**src/hdl/rcf_pkg.sv**
```systemverilog
`timescale 1ns / 1ps
`default_nettype none
// ----------------------------------------------------------------------------
// rcf_pkg
// Shared codes, command word and result word of the completion fence.
// ----------------------------------------------------------------------------
package rcf_pkg;

    localparam int GEN_W   = 64;
    localparam int OWNER_W = 32;
    localparam int ERR_W   = 15;
    localparam int Q_DEPTH = 2;

    localparam logic [2:0] REQ_QUERY  = 3'd0;
    localparam logic [2:0] REQ_WAIT   = 3'd1;
    localparam logic [2:0] REQ_RESET  = 3'd2;
    localparam logic [2:0] REQ_BIND   = 3'd3;
    localparam logic [2:0] REQ_ADMIT  = 3'd4;
    localparam logic [2:0] REQ_UNBIND = 3'd5;
    localparam logic [2:0] REQ_SIGNAL = 3'd6;
    localparam logic [2:0] REQ_DEVICE = 3'd7;

    localparam logic [3:0] OC_OK         = 4'd0;
    localparam logic [3:0] OC_INVALID    = 4'd1;
    localparam logic [3:0] OC_STALE      = 4'd2;
    localparam logic [3:0] OC_BUSY       = 4'd3;
    localparam logic [3:0] OC_NOPERM     = 4'd4;
    localparam logic [3:0] OC_OVERFLOW   = 4'd5;
    localparam logic [3:0] OC_WOULDBLOCK = 4'd6;
    localparam logic [3:0] OC_XDEV       = 4'd7;
    localparam logic [3:0] OC_PENDING    = 4'd8;

    localparam logic [1:0] PH_PENDING  = 2'd0;
    localparam logic [1:0] PH_SIGNALED = 2'd1;
    localparam logic [1:0] PH_ERROR    = 2'd2;

    localparam logic CFG_DEVICE_ID      = 1'b0;
    localparam logic CFG_START_SIGNALED = 1'b1;

    typedef struct packed {
        logic [2:0]         kind;
        logic [GEN_W-1:0]   gen;
        logic               gen_zero;
        logic [OWNER_W-1:0] owner;
        logic               owner_zero;
        logic               sneg;
        logic [ERR_W-1:0]   serr;
        logic               imm;
        logic               work;
        logic               dev_match;
    } t_cmd;

    typedef struct packed {
        logic [3:0]       outcome;
        logic [GEN_W-1:0] snap_generation;
        logic [1:0]       snap_state;
        logic [ERR_W-1:0] snap_error;
        logic             ready_res;
        logic             failed;
    } t_res;

    typedef struct packed {
        logic recreate;
        logic start_signaled;
    } t_cfg_ctl;

endpackage
`default_nettype wire

```
**src/hdl/rcf_if.sv**
```systemverilog
`timescale 1ns / 1ps
`default_nettype none
// ----------------------------------------------------------------------------
// rcf_in_if / rcf_out_if
// Request and result channels of the completion fence.
// ----------------------------------------------------------------------------
interface rcf_in_if;
    logic               valid;
    logic               ready;
    logic [2:0]         req_type;
    logic [63:0]        req_generation;
    logic [31:0]        owner_id;
    logic signed [15:0] signal_status;
    logic               immediate;
    logic               work_wait;
    logic [63:0]        check_device;

    modport source (
        output valid, req_type, req_generation, owner_id, signal_status,
               immediate, work_wait, check_device,
        input  ready
    );
    modport sink (
        input  valid, req_type, req_generation, owner_id, signal_status,
               immediate, work_wait, check_device,
        output ready
    );
endinterface

interface rcf_out_if;
    logic        valid;
    logic        ready;
    logic [3:0]  outcome;
    logic [63:0] snap_generation;
    logic [1:0]  snap_state;
    logic [14:0] snap_error;
    logic        ready_res;
    logic        failed;

    modport source (
        output valid, outcome, snap_generation, snap_state, snap_error,
               ready_res, failed,
        input  ready
    );
    modport sink (
        input  valid, outcome, snap_generation, snap_state, snap_error,
               ready_res, failed,
        output ready
    );
endinterface
`default_nettype wire

```
**src/hdl/rcf_front.sv**
```systemverilog
`timescale 1ns / 1ps
`default_nettype none
// ----------------------------------------------------------------------------
// rcf_front
// Accepts request words, classifies them into command words and holds the
// configuration registers.
// ----------------------------------------------------------------------------
module rcf_front #(
    parameter int OWNER_BITS = 32
) (
    input  wire                   i_clk,
    input  wire                   i_rst_n,
    rcf_in_if.sink                i_req,
    input  wire                   i_cfg_we,
    input  wire                   i_cfg_idx,
    input  wire  [63:0]           i_cfg_wdata,
    input  wire                   i_q_full,
    output logic                  o_push,
    output rcf_pkg::t_cmd         o_cmd,
    output rcf_pkg::t_cfg_ctl     o_cfg
);
    import rcf_pkg::*;

    localparam int OWN_W = (OWNER_BITS < OWNER_W) ? OWNER_BITS : OWNER_W;
    localparam logic [OWNER_W-1:0] OWN_MASK =
        (OWN_W == OWNER_W) ? {OWNER_W{1'b1}}
                           : OWNER_W'((64'd1 << OWN_W) - 64'd1);

    logic [63:0]        r_device_id;
    logic               r_start_signaled;
    logic               r_recreate;
    logic [OWNER_W-1:0] owner_m;

    always_ff @(posedge i_clk) begin
        if (!i_rst_n) begin
            r_device_id      <= 64'd1;
            r_start_signaled <= 1'b0;
            r_recreate       <= 1'b0;
        end else begin
            r_recreate <= i_cfg_we;
            if (i_cfg_we) begin
                unique case (i_cfg_idx)
                    CFG_DEVICE_ID:      r_device_id      <= i_cfg_wdata;
                    CFG_START_SIGNALED: r_start_signaled <= i_cfg_wdata[0];
                endcase
            end
        end
    end

    assign owner_m = i_req.owner_id & OWN_MASK;

    assign i_req.ready = !i_q_full;
    assign o_push      = i_req.valid && !i_q_full;

    always_comb begin
        o_cmd.kind       = i_req.req_type;
        o_cmd.gen        = i_req.req_generation;
        o_cmd.gen_zero   = (i_req.req_generation == '0);
        o_cmd.owner      = owner_m;
        o_cmd.owner_zero = (owner_m == '0);
        o_cmd.sneg       = i_req.signal_status[15];
        o_cmd.serr       = i_req.signal_status[ERR_W-1:0];
        o_cmd.imm        = i_req.immediate;
        o_cmd.work       = i_req.work_wait;
        o_cmd.dev_match  = (i_req.check_device == r_device_id);
    end

    assign o_cfg.recreate       = r_recreate;
    assign o_cfg.start_signaled = r_start_signaled;

endmodule
`default_nettype wire

```
**src/hdl/rcf_queue.sv**
```systemverilog
`timescale 1ns / 1ps
`default_nettype none
// ----------------------------------------------------------------------------
// rcf_queue
// Two-entry queue of command words between front and back.
// ----------------------------------------------------------------------------
module rcf_queue (
    input  wire                i_clk,
    input  wire                i_rst_n,
    input  wire                i_push,
    input  rcf_pkg::t_cmd      i_data,
    input  wire                i_pop,
    output logic               o_full,
    output logic               o_empty,
    output rcf_pkg::t_cmd      o_data
);
    import rcf_pkg::*;

    localparam int PTR_W = $clog2(Q_DEPTH);
    localparam int CNT_W = $clog2(Q_DEPTH + 1);

    t_cmd             r_mem [Q_DEPTH];
    logic [PTR_W-1:0] r_wptr;
    logic [PTR_W-1:0] r_rptr;
    logic [CNT_W-1:0] r_cnt;

    always_ff @(posedge i_clk) begin
        if (!i_rst_n) begin
            r_wptr <= '0;
            r_rptr <= '0;
            r_cnt  <= '0;
        end else begin
            if (i_push) begin
                r_wptr <= (r_wptr == PTR_W'(Q_DEPTH - 1)) ? '0 : r_wptr + 1'b1;
            end
            if (i_pop) begin
                r_rptr <= (r_rptr == PTR_W'(Q_DEPTH - 1)) ? '0 : r_rptr + 1'b1;
            end
            if (i_push && !i_pop) begin
                r_cnt <= r_cnt + CNT_W'(1);
            end else if (!i_push && i_pop) begin
                r_cnt <= r_cnt - CNT_W'(1);
            end
        end
    end

    always_ff @(posedge i_clk) begin
        if (i_push) begin
            r_mem[r_wptr] <= i_data;
        end
    end

    assign o_full  = (r_cnt == CNT_W'(Q_DEPTH));
    assign o_empty = (r_cnt == '0);
    assign o_data  = r_mem[r_rptr];

endmodule
`default_nettype wire

```
**src/hdl/rcf_back.sv**
```systemverilog
`timescale 1ns / 1ps
`default_nettype none
// ----------------------------------------------------------------------------
// rcf_back
// Executes command words against the fence record and registers the result.
// ----------------------------------------------------------------------------
module rcf_back #(
    parameter int OWNER_BITS = 32
) (
    input  wire                   i_clk,
    input  wire                   i_rst_n,
    input  rcf_pkg::t_cfg_ctl     i_cfg,
    input  wire                   i_q_empty,
    input  rcf_pkg::t_cmd         i_cmd,
    output logic                  o_pop,
    rcf_out_if.source             o_res
);
    import rcf_pkg::*;

    localparam int OWN_W = (OWNER_BITS < OWNER_W) ? OWNER_BITS : OWNER_W;

    logic [GEN_W-1:0] r_gen,      n_gen;
    logic [1:0]       r_phase,    n_phase;
    logic [OWN_W-1:0] r_owner,    n_owner;
    logic             r_admitted, n_admitted;
    logic [ERR_W-1:0] r_err,      n_err;
    t_res             r_res,      n_res;
    logic             r_out_valid;

    logic             same;
    logic             pending;
    logic             owner_ok;
    logic             snap;
    logic [3:0]       oc;

    assign o_pop = !i_q_empty && (!r_out_valid || o_res.ready);

    assign same     = (i_cmd.gen == r_gen);
    assign pending  = (r_phase == PH_PENDING);
    assign owner_ok = !i_cmd.owner_zero && (r_owner == i_cmd.owner[OWN_W-1:0]);

    always_comb begin
        n_gen      = r_gen;
        n_phase    = r_phase;
        n_owner    = r_owner;
        n_admitted = r_admitted;
        n_err      = r_err;
        oc         = OC_OK;
        snap       = 1'b0;
        unique case (i_cmd.kind)
            REQ_QUERY: begin
                if (!i_cmd.gen_zero && !same) oc = OC_STALE;
                else snap = 1'b1;
            end
            REQ_WAIT: begin
                if (i_cmd.gen_zero) oc = OC_INVALID;
                else if (same && pending) begin
                    oc = ((i_cmd.work && !r_admitted) || i_cmd.imm) ? OC_WOULDBLOCK
                                                                    : OC_PENDING;
                end else if (!same) oc = OC_STALE;
                else snap = 1'b1;
            end
            REQ_RESET: begin
                if (i_cmd.gen_zero) oc = OC_INVALID;
                else if (!same) oc = OC_STALE;
                else if (r_owner != '0) oc = OC_BUSY;
                else if (r_gen == '1) oc = OC_OVERFLOW;
                else begin
                    n_gen      = r_gen + GEN_W'(1);
                    n_phase    = PH_PENDING;
                    n_admitted = 1'b0;
                    n_err      = '0;
                    snap       = 1'b1;
                end
            end
            REQ_BIND: begin
                if (i_cmd.owner_zero || i_cmd.gen_zero) oc = OC_INVALID;
                else if (!same) oc = OC_STALE;
                else if (!pending || r_owner != '0) oc = OC_BUSY;
                else begin
                    n_owner    = i_cmd.owner[OWN_W-1:0];
                    n_admitted = 1'b0;
                end
            end
            REQ_ADMIT: begin
                if (!same) oc = OC_STALE;
                else if (!owner_ok) oc = OC_NOPERM;
                else if (!pending) oc = OC_INVALID;
                else n_admitted = 1'b1;
            end
            REQ_UNBIND: begin
                if (!same) oc = OC_STALE;
                else if (!owner_ok) oc = OC_NOPERM;
                else begin
                    n_owner    = '0;
                    n_admitted = 1'b0;
                end
            end
            REQ_SIGNAL: begin
                if (i_cmd.sneg) oc = OC_INVALID;
                else if (!same) oc = OC_STALE;
                else if (!owner_ok) oc = OC_NOPERM;
                else begin
                    n_phase    = (i_cmd.serr != '0) ? PH_ERROR : PH_SIGNALED;
                    n_err      = i_cmd.serr;
                    n_owner    = '0;
                    n_admitted = 1'b0;
                end
            end
            REQ_DEVICE: begin
                if (!i_cmd.dev_match) oc = OC_XDEV;
            end
        endcase

        n_res.outcome         = oc;
        n_res.snap_generation = snap ? n_gen : '0;
        n_res.snap_state      = snap ? n_phase : '0;
        n_res.snap_error      = snap ? n_err : '0;
        n_res.ready_res       = (n_phase != PH_PENDING);
        n_res.failed          = (n_phase == PH_ERROR);
    end

    always_ff @(posedge i_clk) begin
        if (!i_rst_n) begin
            r_gen       <= GEN_W'(1);
            r_phase     <= PH_PENDING;
            r_owner     <= '0;
            r_admitted  <= 1'b0;
            r_err       <= '0;
            r_out_valid <= 1'b0;
        end else begin
            if (i_cfg.recreate) begin
                r_gen      <= GEN_W'(1);
                r_phase    <= i_cfg.start_signaled ? PH_SIGNALED : PH_PENDING;
                r_owner    <= '0;
                r_admitted <= 1'b0;
                r_err      <= '0;
            end else if (o_pop) begin
                r_gen      <= n_gen;
                r_phase    <= n_phase;
                r_owner    <= n_owner;
                r_admitted <= n_admitted;
                r_err      <= n_err;
            end
            if (o_pop) begin
                r_out_valid <= 1'b1;
            end else if (o_res.ready) begin
                r_out_valid <= 1'b0;
            end
        end
    end

    always_ff @(posedge i_clk) begin
        if (o_pop) begin
            r_res <= n_res;
        end
    end

    assign o_res.valid           = r_out_valid;
    assign o_res.outcome         = r_res.outcome;
    assign o_res.snap_generation = r_res.snap_generation;
    assign o_res.snap_state      = r_res.snap_state;
    assign o_res.snap_error      = r_res.snap_error;
    assign o_res.ready_res       = r_res.ready_res;
    assign o_res.failed          = r_res.failed;

`ifndef SYNTHESIS
    a_recreate_gen: assert property (@(posedge i_clk) disable iff (!i_rst_n)
        i_cfg.recreate |=> (r_gen == GEN_W'(1)))
        else $error("generation not restarted after re-creation");

    a_owner_pending: assert property (@(posedge i_clk) disable iff (!i_rst_n)
        (r_owner != '0) |-> (r_phase == PH_PENDING))
        else $error("owner bound while fence not pending");

    a_admit_owner: assert property (@(posedge i_clk) disable iff (!i_rst_n)
        r_admitted |-> (r_owner != '0))
        else $error("admitted without bound owner");

    a_pop_result: assert property (@(posedge i_clk) disable iff (!i_rst_n)
        o_pop |=> r_out_valid)
        else $error("executed word produced no result");
`endif

endmodule
`default_nettype wire

```
**src/hdl/resettable_completion_fence.sv**
```systemverilog
`timescale 1ns / 1ps
`default_nettype none
// ----------------------------------------------------------------------------
// resettable_completion_fence
// One completion fence: front decode, two-entry command queue, back execute.
//
//   channel  dir  handshake          payload
//   i_req    in   valid/ready        request word
//   o_res    out  valid/ready        result word
//   i_cfg_*  in   write enable only  register index, write data
//
// One request per cycle sustained while results are taken; an accepted request
// is written to the command queue, then registered as the result word.
// Input ready depends only on the command queue fill, not on the result side.
// Back stalls when the result register holds an untaken word.
// Synchronous active-low reset; a register write re-creates the fence through
// the registered recreate strobe.
// ----------------------------------------------------------------------------
module resettable_completion_fence #(
    parameter int OWNER_BITS = 32
) (
    input  wire         i_clk,
    input  wire         i_rst_n,
    rcf_in_if.sink      i_req,
    rcf_out_if.source   o_res,
    input  wire         i_cfg_we,
    input  wire         i_cfg_idx,
    input  wire  [63:0] i_cfg_wdata
);
    import rcf_pkg::*;

    t_cmd     push_cmd;
    t_cmd     head_cmd;
    t_cfg_ctl cfg_ctl;
    logic     push;
    logic     pop;
    logic     q_full;
    logic     q_empty;

    rcf_front #(
        .OWNER_BITS (OWNER_BITS)
    ) u_front (
        .i_clk       (i_clk),
        .i_rst_n     (i_rst_n),
        .i_req       (i_req),
        .i_cfg_we    (i_cfg_we),
        .i_cfg_idx   (i_cfg_idx),
        .i_cfg_wdata (i_cfg_wdata),
        .i_q_full    (q_full),
        .o_push      (push),
        .o_cmd       (push_cmd),
        .o_cfg       (cfg_ctl)
    );

    rcf_queue u_queue (
        .i_clk   (i_clk),
        .i_rst_n (i_rst_n),
        .i_push  (push),
        .i_data  (push_cmd),
        .i_pop   (pop),
        .o_full  (q_full),
        .o_empty (q_empty),
        .o_data  (head_cmd)
    );

    rcf_back #(
        .OWNER_BITS (OWNER_BITS)
    ) u_back (
        .i_clk     (i_clk),
        .i_rst_n   (i_rst_n),
        .i_cfg     (cfg_ctl),
        .i_q_empty (q_empty),
        .i_cmd     (head_cmd),
        .o_pop     (pop),
        .o_res     (o_res)
    );

endmodule
`default_nettype wire
```
**src/flat_wrapper.sv**
```systemverilog
// flat-port wrapper written by rule: the top's interface ports become plain ports
module resettable_completion_fence_flat import rcf_pkg::*;
#(
    parameter int OWNER_BITS = 32
)
  (i_clk, i_rst_n, i_cfg_we, i_cfg_idx, i_cfg_wdata, i_req_valid, i_req_req_type, i_req_req_generation, i_req_owner_id, i_req_signal_status, i_req_immediate, i_req_work_wait, i_req_check_device, i_req_ready, o_res_valid, o_res_outcome, o_res_snap_generation, o_res_snap_state, o_res_snap_error, o_res_ready_res, o_res_failed, o_res_ready);
  rcf_in_if i_req_i ();
  rcf_out_if o_res_i ();
  input  wire i_clk;
  input  wire i_rst_n;
  input  wire i_cfg_we;
  input  wire i_cfg_idx;
  input  wire  [63:0] i_cfg_wdata;
  input wire logic [$bits(i_req_i.valid)-1:0] i_req_valid;
  input wire logic [$bits(i_req_i.req_type)-1:0] i_req_req_type;
  input wire logic [$bits(i_req_i.req_generation)-1:0] i_req_req_generation;
  input wire logic [$bits(i_req_i.owner_id)-1:0] i_req_owner_id;
  input wire logic [$bits(i_req_i.signal_status)-1:0] i_req_signal_status;
  input wire logic [$bits(i_req_i.immediate)-1:0] i_req_immediate;
  input wire logic [$bits(i_req_i.work_wait)-1:0] i_req_work_wait;
  input wire logic [$bits(i_req_i.check_device)-1:0] i_req_check_device;
  output wire logic [$bits(i_req_i.ready)-1:0] i_req_ready;
  output wire logic [$bits(o_res_i.valid)-1:0] o_res_valid;
  output wire logic [$bits(o_res_i.outcome)-1:0] o_res_outcome;
  output wire logic [$bits(o_res_i.snap_generation)-1:0] o_res_snap_generation;
  output wire logic [$bits(o_res_i.snap_state)-1:0] o_res_snap_state;
  output wire logic [$bits(o_res_i.snap_error)-1:0] o_res_snap_error;
  output wire logic [$bits(o_res_i.ready_res)-1:0] o_res_ready_res;
  output wire logic [$bits(o_res_i.failed)-1:0] o_res_failed;
  input wire logic [$bits(o_res_i.ready)-1:0] o_res_ready;
  assign i_req_i.valid = i_req_valid;
  assign i_req_i.req_type = i_req_req_type;
  assign i_req_i.req_generation = i_req_req_generation;
  assign i_req_i.owner_id = i_req_owner_id;
  assign i_req_i.signal_status = i_req_signal_status;
  assign i_req_i.immediate = i_req_immediate;
  assign i_req_i.work_wait = i_req_work_wait;
  assign i_req_i.check_device = i_req_check_device;
  assign i_req_ready = i_req_i.ready;
  assign o_res_valid = o_res_i.valid;
  assign o_res_outcome = o_res_i.outcome;
  assign o_res_snap_generation = o_res_i.snap_generation;
  assign o_res_snap_state = o_res_i.snap_state;
  assign o_res_snap_error = o_res_i.snap_error;
  assign o_res_ready_res = o_res_i.ready_res;
  assign o_res_failed = o_res_i.failed;
  assign o_res_i.ready = o_res_ready;
  resettable_completion_fence #(.OWNER_BITS(OWNER_BITS)) u_core (.i_clk(i_clk), .i_rst_n(i_rst_n), .i_req(i_req_i), .o_res(o_res_i), .i_cfg_we(i_cfg_we), .i_cfg_idx(i_cfg_idx), .i_cfg_wdata(i_cfg_wdata));
endmodule
```
**config.mk**
```make
export PLATFORM = sky130hd
export DESIGN_NAME = resettable_completion_fence_flat
export DESIGN_NICKNAME = d
export VERILOG_FILES = /design/src/hdl/rcf_pkg.sv /design/src/hdl/rcf_if.sv /design/src/hdl/rcf_front.sv /design/src/hdl/rcf_queue.sv /design/src/hdl/rcf_back.sv /design/src/hdl/resettable_completion_fence.sv /design/src/flat_wrapper.sv
export SDC_FILE = /design/constraint.sdc
export NUM_CORES = 1
export LEC_CHECK = 0
export ABC_AREA = 1
export ABC_CLOCK_PERIOD_IN_PS = 16760
export BUFFER_PORTS_ARGS = -buffer_cell sky130_fd_sc_hd__buf_2
export CAP_MARGIN = 40
export CORE_ASPECT_RATIO = 0.9
export CORE_MARGIN = 3
export CORE_UTILIZATION = 51
export CTS_BUF_LIST = sky130_fd_sc_hd__clkbuf_8
export DETAILED_ROUTE_END_ITERATION = 7
export GPL_TIMING_DRIVEN = 0
export PLACE_DENSITY = 0.72
export SKIP_LAST_GASP = 1
export SYNTH_ARGS = -nofsm -noshare
export SYNTH_HDL_FRONTEND = slang
export SYNTH_SLANG_ARGS = --single-unit
```
**constraint.sdc**
```tcl
create_clock -name i_clk -period 16.76 [get_ports i_clk]
set_clock_uncertainty 0.05 [all_clocks]
set_input_delay 0.838 -clock i_clk [delete_from_list [all_inputs] [get_ports i_clk]]
set_output_delay 0.838 -clock i_clk [all_outputs]
set_load 0.02 [all_outputs]
```
# == Word level (Yosys, flattened, before mapping) ==
# Memory sizes are Yosys's and may differ from the RTL's. A register that Yosys moved wholly into a read port is not among the register bits.
# Cells that the tools add are included.
# totals
ff_bits,272
ramBits,240
inputBits,251
output_inout_bits,89
wordCells,175
memories,1
# memory_table
memory,words,word_bits,rd,rd_ports_with_merged_regs,wr,line,text
u_core.u_queue.r_mem,2,120,1,1,1,rcf_queue.sv:22,t_cmd r_mem [Q_DEPTH];
# op_classes
addsub,5
n_eq_ne,24
mux,85
n_bitwise,2
n_reduce_logical,40
# op_table
cell,n
two-way mux 64 bit,5
two-way mux 32 bit,6
== test 64 bit,2
two-way mux 15 bit,7
one-hot mux 32 bit (3 select lines),1
adder 64 x 1 -> 64 bit (second input constant),1
== test 64 bit (second input constant),1
logical NOT 64 bit,1
two-way mux 2 bit,17
== test 32 bit,1
logical NOT 32 bit,1
one-hot mux 4 bit (8 select lines),1
nonzero test 32 bit,1
two-way mux 1 bit,31
one-hot mux 15 bit (2 select lines),1
two-way mux 3 bit,9
!= test 2 bit (second input constant),11
two-way mux 4 bit,4
nonzero test 15 bit,1
AND reduction 13 bit,1
== test 3 bit (second input constant),4
logical NOT 1 bit,10
logical AND 1 bit,8
nonzero test 2 bit,4
other kinds (18),27

# == Longest topological paths before layout ==
# logic_depth
ltp_word,8
depth_mapped,23
depth_no_buf,21

# == By module ==
# A second synthesis with hierarchy kept.
# hier_totals
hier_cells,2934
hier_area_um2,25988.7
# modules_own_cells
module,instances,cells_per_inst,area_each_um2,seq_area_each_um2
rcf_back,1,1916,12768.5,4914.7
rcf_queue,1,408,8919.8,7307.0
rcf_front,1,610,4300.4,1321.3

# == Worst setup path before layout ==
# Ideal clock, no wire load.
# synth_path
kind,input port to flip-flop
startpoint,input port i_req_valid
endpoint,"memory u_core.u_queue.r_mem[1][0] (netlist name), enable pin"
setup_time_ns,0.602
t_arrival_ns,5.943
t_required_ns,16.108
slack_ns,10.166
path_stages,2
path_buffers,0
path_cell_list,nand2_1 -> nor2_1
# synth_between
elab_chain_len,3
# synth_lines
element,line,text
from (decl),flat_wrapper.sv:14,input wire logic [$bits(i_req_i.valid)-1:0] i_req_valid;
logical AND 1 bit,rcf_front.sv:53,assign o_push = i_req.valid && !i_q_full;
two-way mux 1 bit,rcf_queue.sv:48,if (i_push) begin
two-way mux 1 bit (implied by the code),rcf_queue.sv:49,r_mem[r_wptr] <= i_data;
to (decl),rcf_queue.sv:22,
# Every way passes these cells.

==> impl_metrics.toml <==
[timing]
max_slew_margin_pct = 41.8
fin_tns_setup_ps = 0
setup_viol = 0
finalHoldViolations = 0
final_max_slew_viol_count = 0
fmax_mhz = 241
worst_pin_slew_ps = 870
period_needed_ps = 4150
rsz0062_at_grt = "false"
min_period_over_period_pct = 24.8
layout_setup_ws_ps = 12610

[die]
die_y_um = 216
io_pins = 340
die_width_um = 239
die-area_um2 = 51500
initial_utilization_pct = 51.8
core_area_um2 = 48000
row_count = 76

[finish]
register_area_um2 = 13500
area_growth_pct = 18.0
final_common_cell = "nand2_1"
multi_input_area_um2 = 9560
nFillCells = 4389
drive_gt1_share_pct = 15.7
final_nets = 3755
final_cell_mix = "nand2_1 (985), buf_2 (359), inv_1 (345)"

[clock_network]
cts_setup_buffers = 0
cts_buffers = 85
cts_resized = 0
clk_pin_slew_ps = 60
clock_tree.root_cell = "clkbuf_8"
clock_path_buffers = 3
cts_tree = "yes"
cts_hold_buf = 0
clkSinkCount = 513
clk_latency_ps = 700
htreeDepth = 3

[logic_synthesis]
avgSynthCellArea_um2 = 8.14
synth_seq_cells = 513
synthCells = 3058
synth_top_area_share_pct = 39.4
synth_edf_count = 327
synth_top_area_cell = "edfxtp_1"
ys_seq_area_share_pct = 54.4
ys_types = 44
synth_nets = 3311
yosys_warnings = 0
ys.flop_type = "edfxtp_1"
synthTopCellsByArea = "edfxtp_1 (39%), dfxtp_1 (15%), nand2_1 (15%), nor2_1 (4.8%), inv_1 (4.7%)"
async_reset_ff_share_pct = 0
syn_area_um2 = 24900

[pwr]
p_seq_share_pct = 37.4
power_switching_mw = 2.13
p_clk_share_pct = 21.6
switching_share_pct = 43.5
power.internal_mw = 2.77
powerDensity_nw_per_um2 = 167
pwr-share-comb_pct = 41.0
irDropWorstVdd_v = 0.000105
leakagePower_nw = 12.8

[grt]
globalRouteOverflowTotal = 0
track_usage_pct = 34.6
grt_pass1_wl_mm = 133
grt_max_degree = 34
grt_pass1_vias = 22500
antenna_found_initial = 10

[route]
antenna_left = 0
vias = 23400
drc = 0
postRouteWirelength_mm = 90.7
wire_per_inst_um = 21.6
drtIter0Drc = 2288
vias_per_cell = 5.57
dr.pass1.iters = 6

[setup_path]
crit_type = "reg2reg"
arrival_ps = 4510
start_kind = "flip-flop"
endpoint_kind = "flip-flop"
cp.required_ps = 17120
crit_fanout = 10

[placed_design]
portBuffers = 339
globalplace.congestion = 0.999
pre_cts_slack_ps = 12830
dpl.hpwl_mm = 71.1

[hold_path]
hold_class = "in2reg"

[status]
status = "completed"

[job]
drv_cap = 0
## kinds of logic (layout without fill, tap and decap cells)
group | after synthesis | after routing | share of synthesized area, %
compound gates | 351 | 351 | 7.31
xor+xnor | 77 | 77 | 2.71
fa+ha+maj | 2 | 2 | 0.101
buf+inv | 433 | 946 | 7.24
flops | 513 | 513 | 54.4
mux | 2 | 2 | 0.0804
other cells | 0 | 8 | 0
simple gates | 1680 | 1680 | 28.1
## sequential cells by signal, indices dropped and copies added, names as in the netlist, 2 cells and up, named ones only
signal and cells:
u_core.u_back.o_res.snap_error 15, u_core.u_back.o_res.outcome 4, u_core.u_front.r_device_id 64, u_core.u_back.o_res.snap_generation 64, u_core.u_queue.r_cnt 2, u_core.u_back.r_phase 2, u_core.u_back.r_gen 64, u_core.u_queue.r_mem 240
u_core.u_back.r_owner 32, u_core.u_back.r_err 15, u_core.u_back.o_res.snap_state 2
## worst max-delay path, stage by stage, from the launching register on
cell     delay [ps]
dfxtp_1         460
buf_6           200
buf_2           430
nand2_1         140
nand3_1         250
nand4_1         130
nor2_1          110
nand2_1          80
nor2_1          100
nand2_1         190
nor2_4          230
buf_4           230
nand2_1          90
nor2_1          120
inv_2            60
nand3_4         150
inv_2           150
buf_2           250
a21oi_1         420
## layout make-up
cell class / count / share of cell area (%)
repair buffers: 357 / 7.01
plain buffers: 111 / 2.03
clock buffers: 89 / 4.17
inverters: 322 / 4.12
clock inverters: 67 / 1.29
diodes: 8 / 0.0682
flip-flops and latches: 513 / 46.1
well taps: 624 / 2.66
multi-input cells: 2112 / 32.6
## power by group through the flow
| stage | Combinational [mW] | Sequential [mW] | Clock [mW] |
|---|---|---|---|
| floorplan | 1.08 | 1.94 | 0 |
| global placement | 1.85 | 1.91 | 0 |
| detailed placement | 1.97 | 1.85 | 0 |
| CTS | 1.97 | 1.83 | 1.07 |
| global route | 2.18 | 1.85 | 1.13 |
| finish | 2.01 | 1.83 | 1.06 |
## cells in the mapped netlist (10+ instances only)
library cell and instances:
clkbuf_1 61, nor4_1 37, or2_2 18, inv_1 311
a21oi_1 182, inv_2 10, buf_6 15, buf_2 19
nor3_1 34, nand4_1 58, dfxtp_1 186, buf_4 11
nor2_1 320, o21ai_1 24, nand2_1 985, nand3_1 198
edfxtp_1 327, o21ai_0 125, xor2_1 32, xnor2_1 45
## metrics by stage
step,std cells,hold WS (ps),cell area [um2],utilization (%),power [mW]
after floorplan,3058,376,24900,-,3.01
after global placement,4021,391,27400,57.0,3.76
after detailed placement,4039,404,27700,57.8,3.82
after CTS,4195,243,29400,61.1,4.88
after global routing,4200,258,29400,61.1,5.16
final,4203,289,29400,61.2,4.90
## path summary, 6_finish.rpt
check / startpoint / end / slack (ps) / cells past startpoint
max reg2reg: flip-flop / u_core.u_back.o_res.snap_generation[43] / 12610 / 18
max: flip-flop / u_core.u_back.o_res.snap_generation[43] / 12610 / 18
min reg2reg: u_core.u_back.r_owner[28] / u_core.u_back.r_owner[28] / 420 / 2
min: i_req_req_type[1] / u_core.u_queue.r_mem[0][118] / 290 / 1
## layer usage
| metal | vias to the layer above | global-route usage, % | wire, um |
|---|---|---|---|
| met3 | 224 | 6.35 | 7670 |
| met2 | 1122 | 56.0 | 42000 |
| met1 | 11100 | 46.2 | 37200 |
| li1 | 10900 | - | - |
| met4 | 4 | 13.7 | 3750 |
| met5 | - | 0 | 27 |
(Power assumes the default switching activity.)
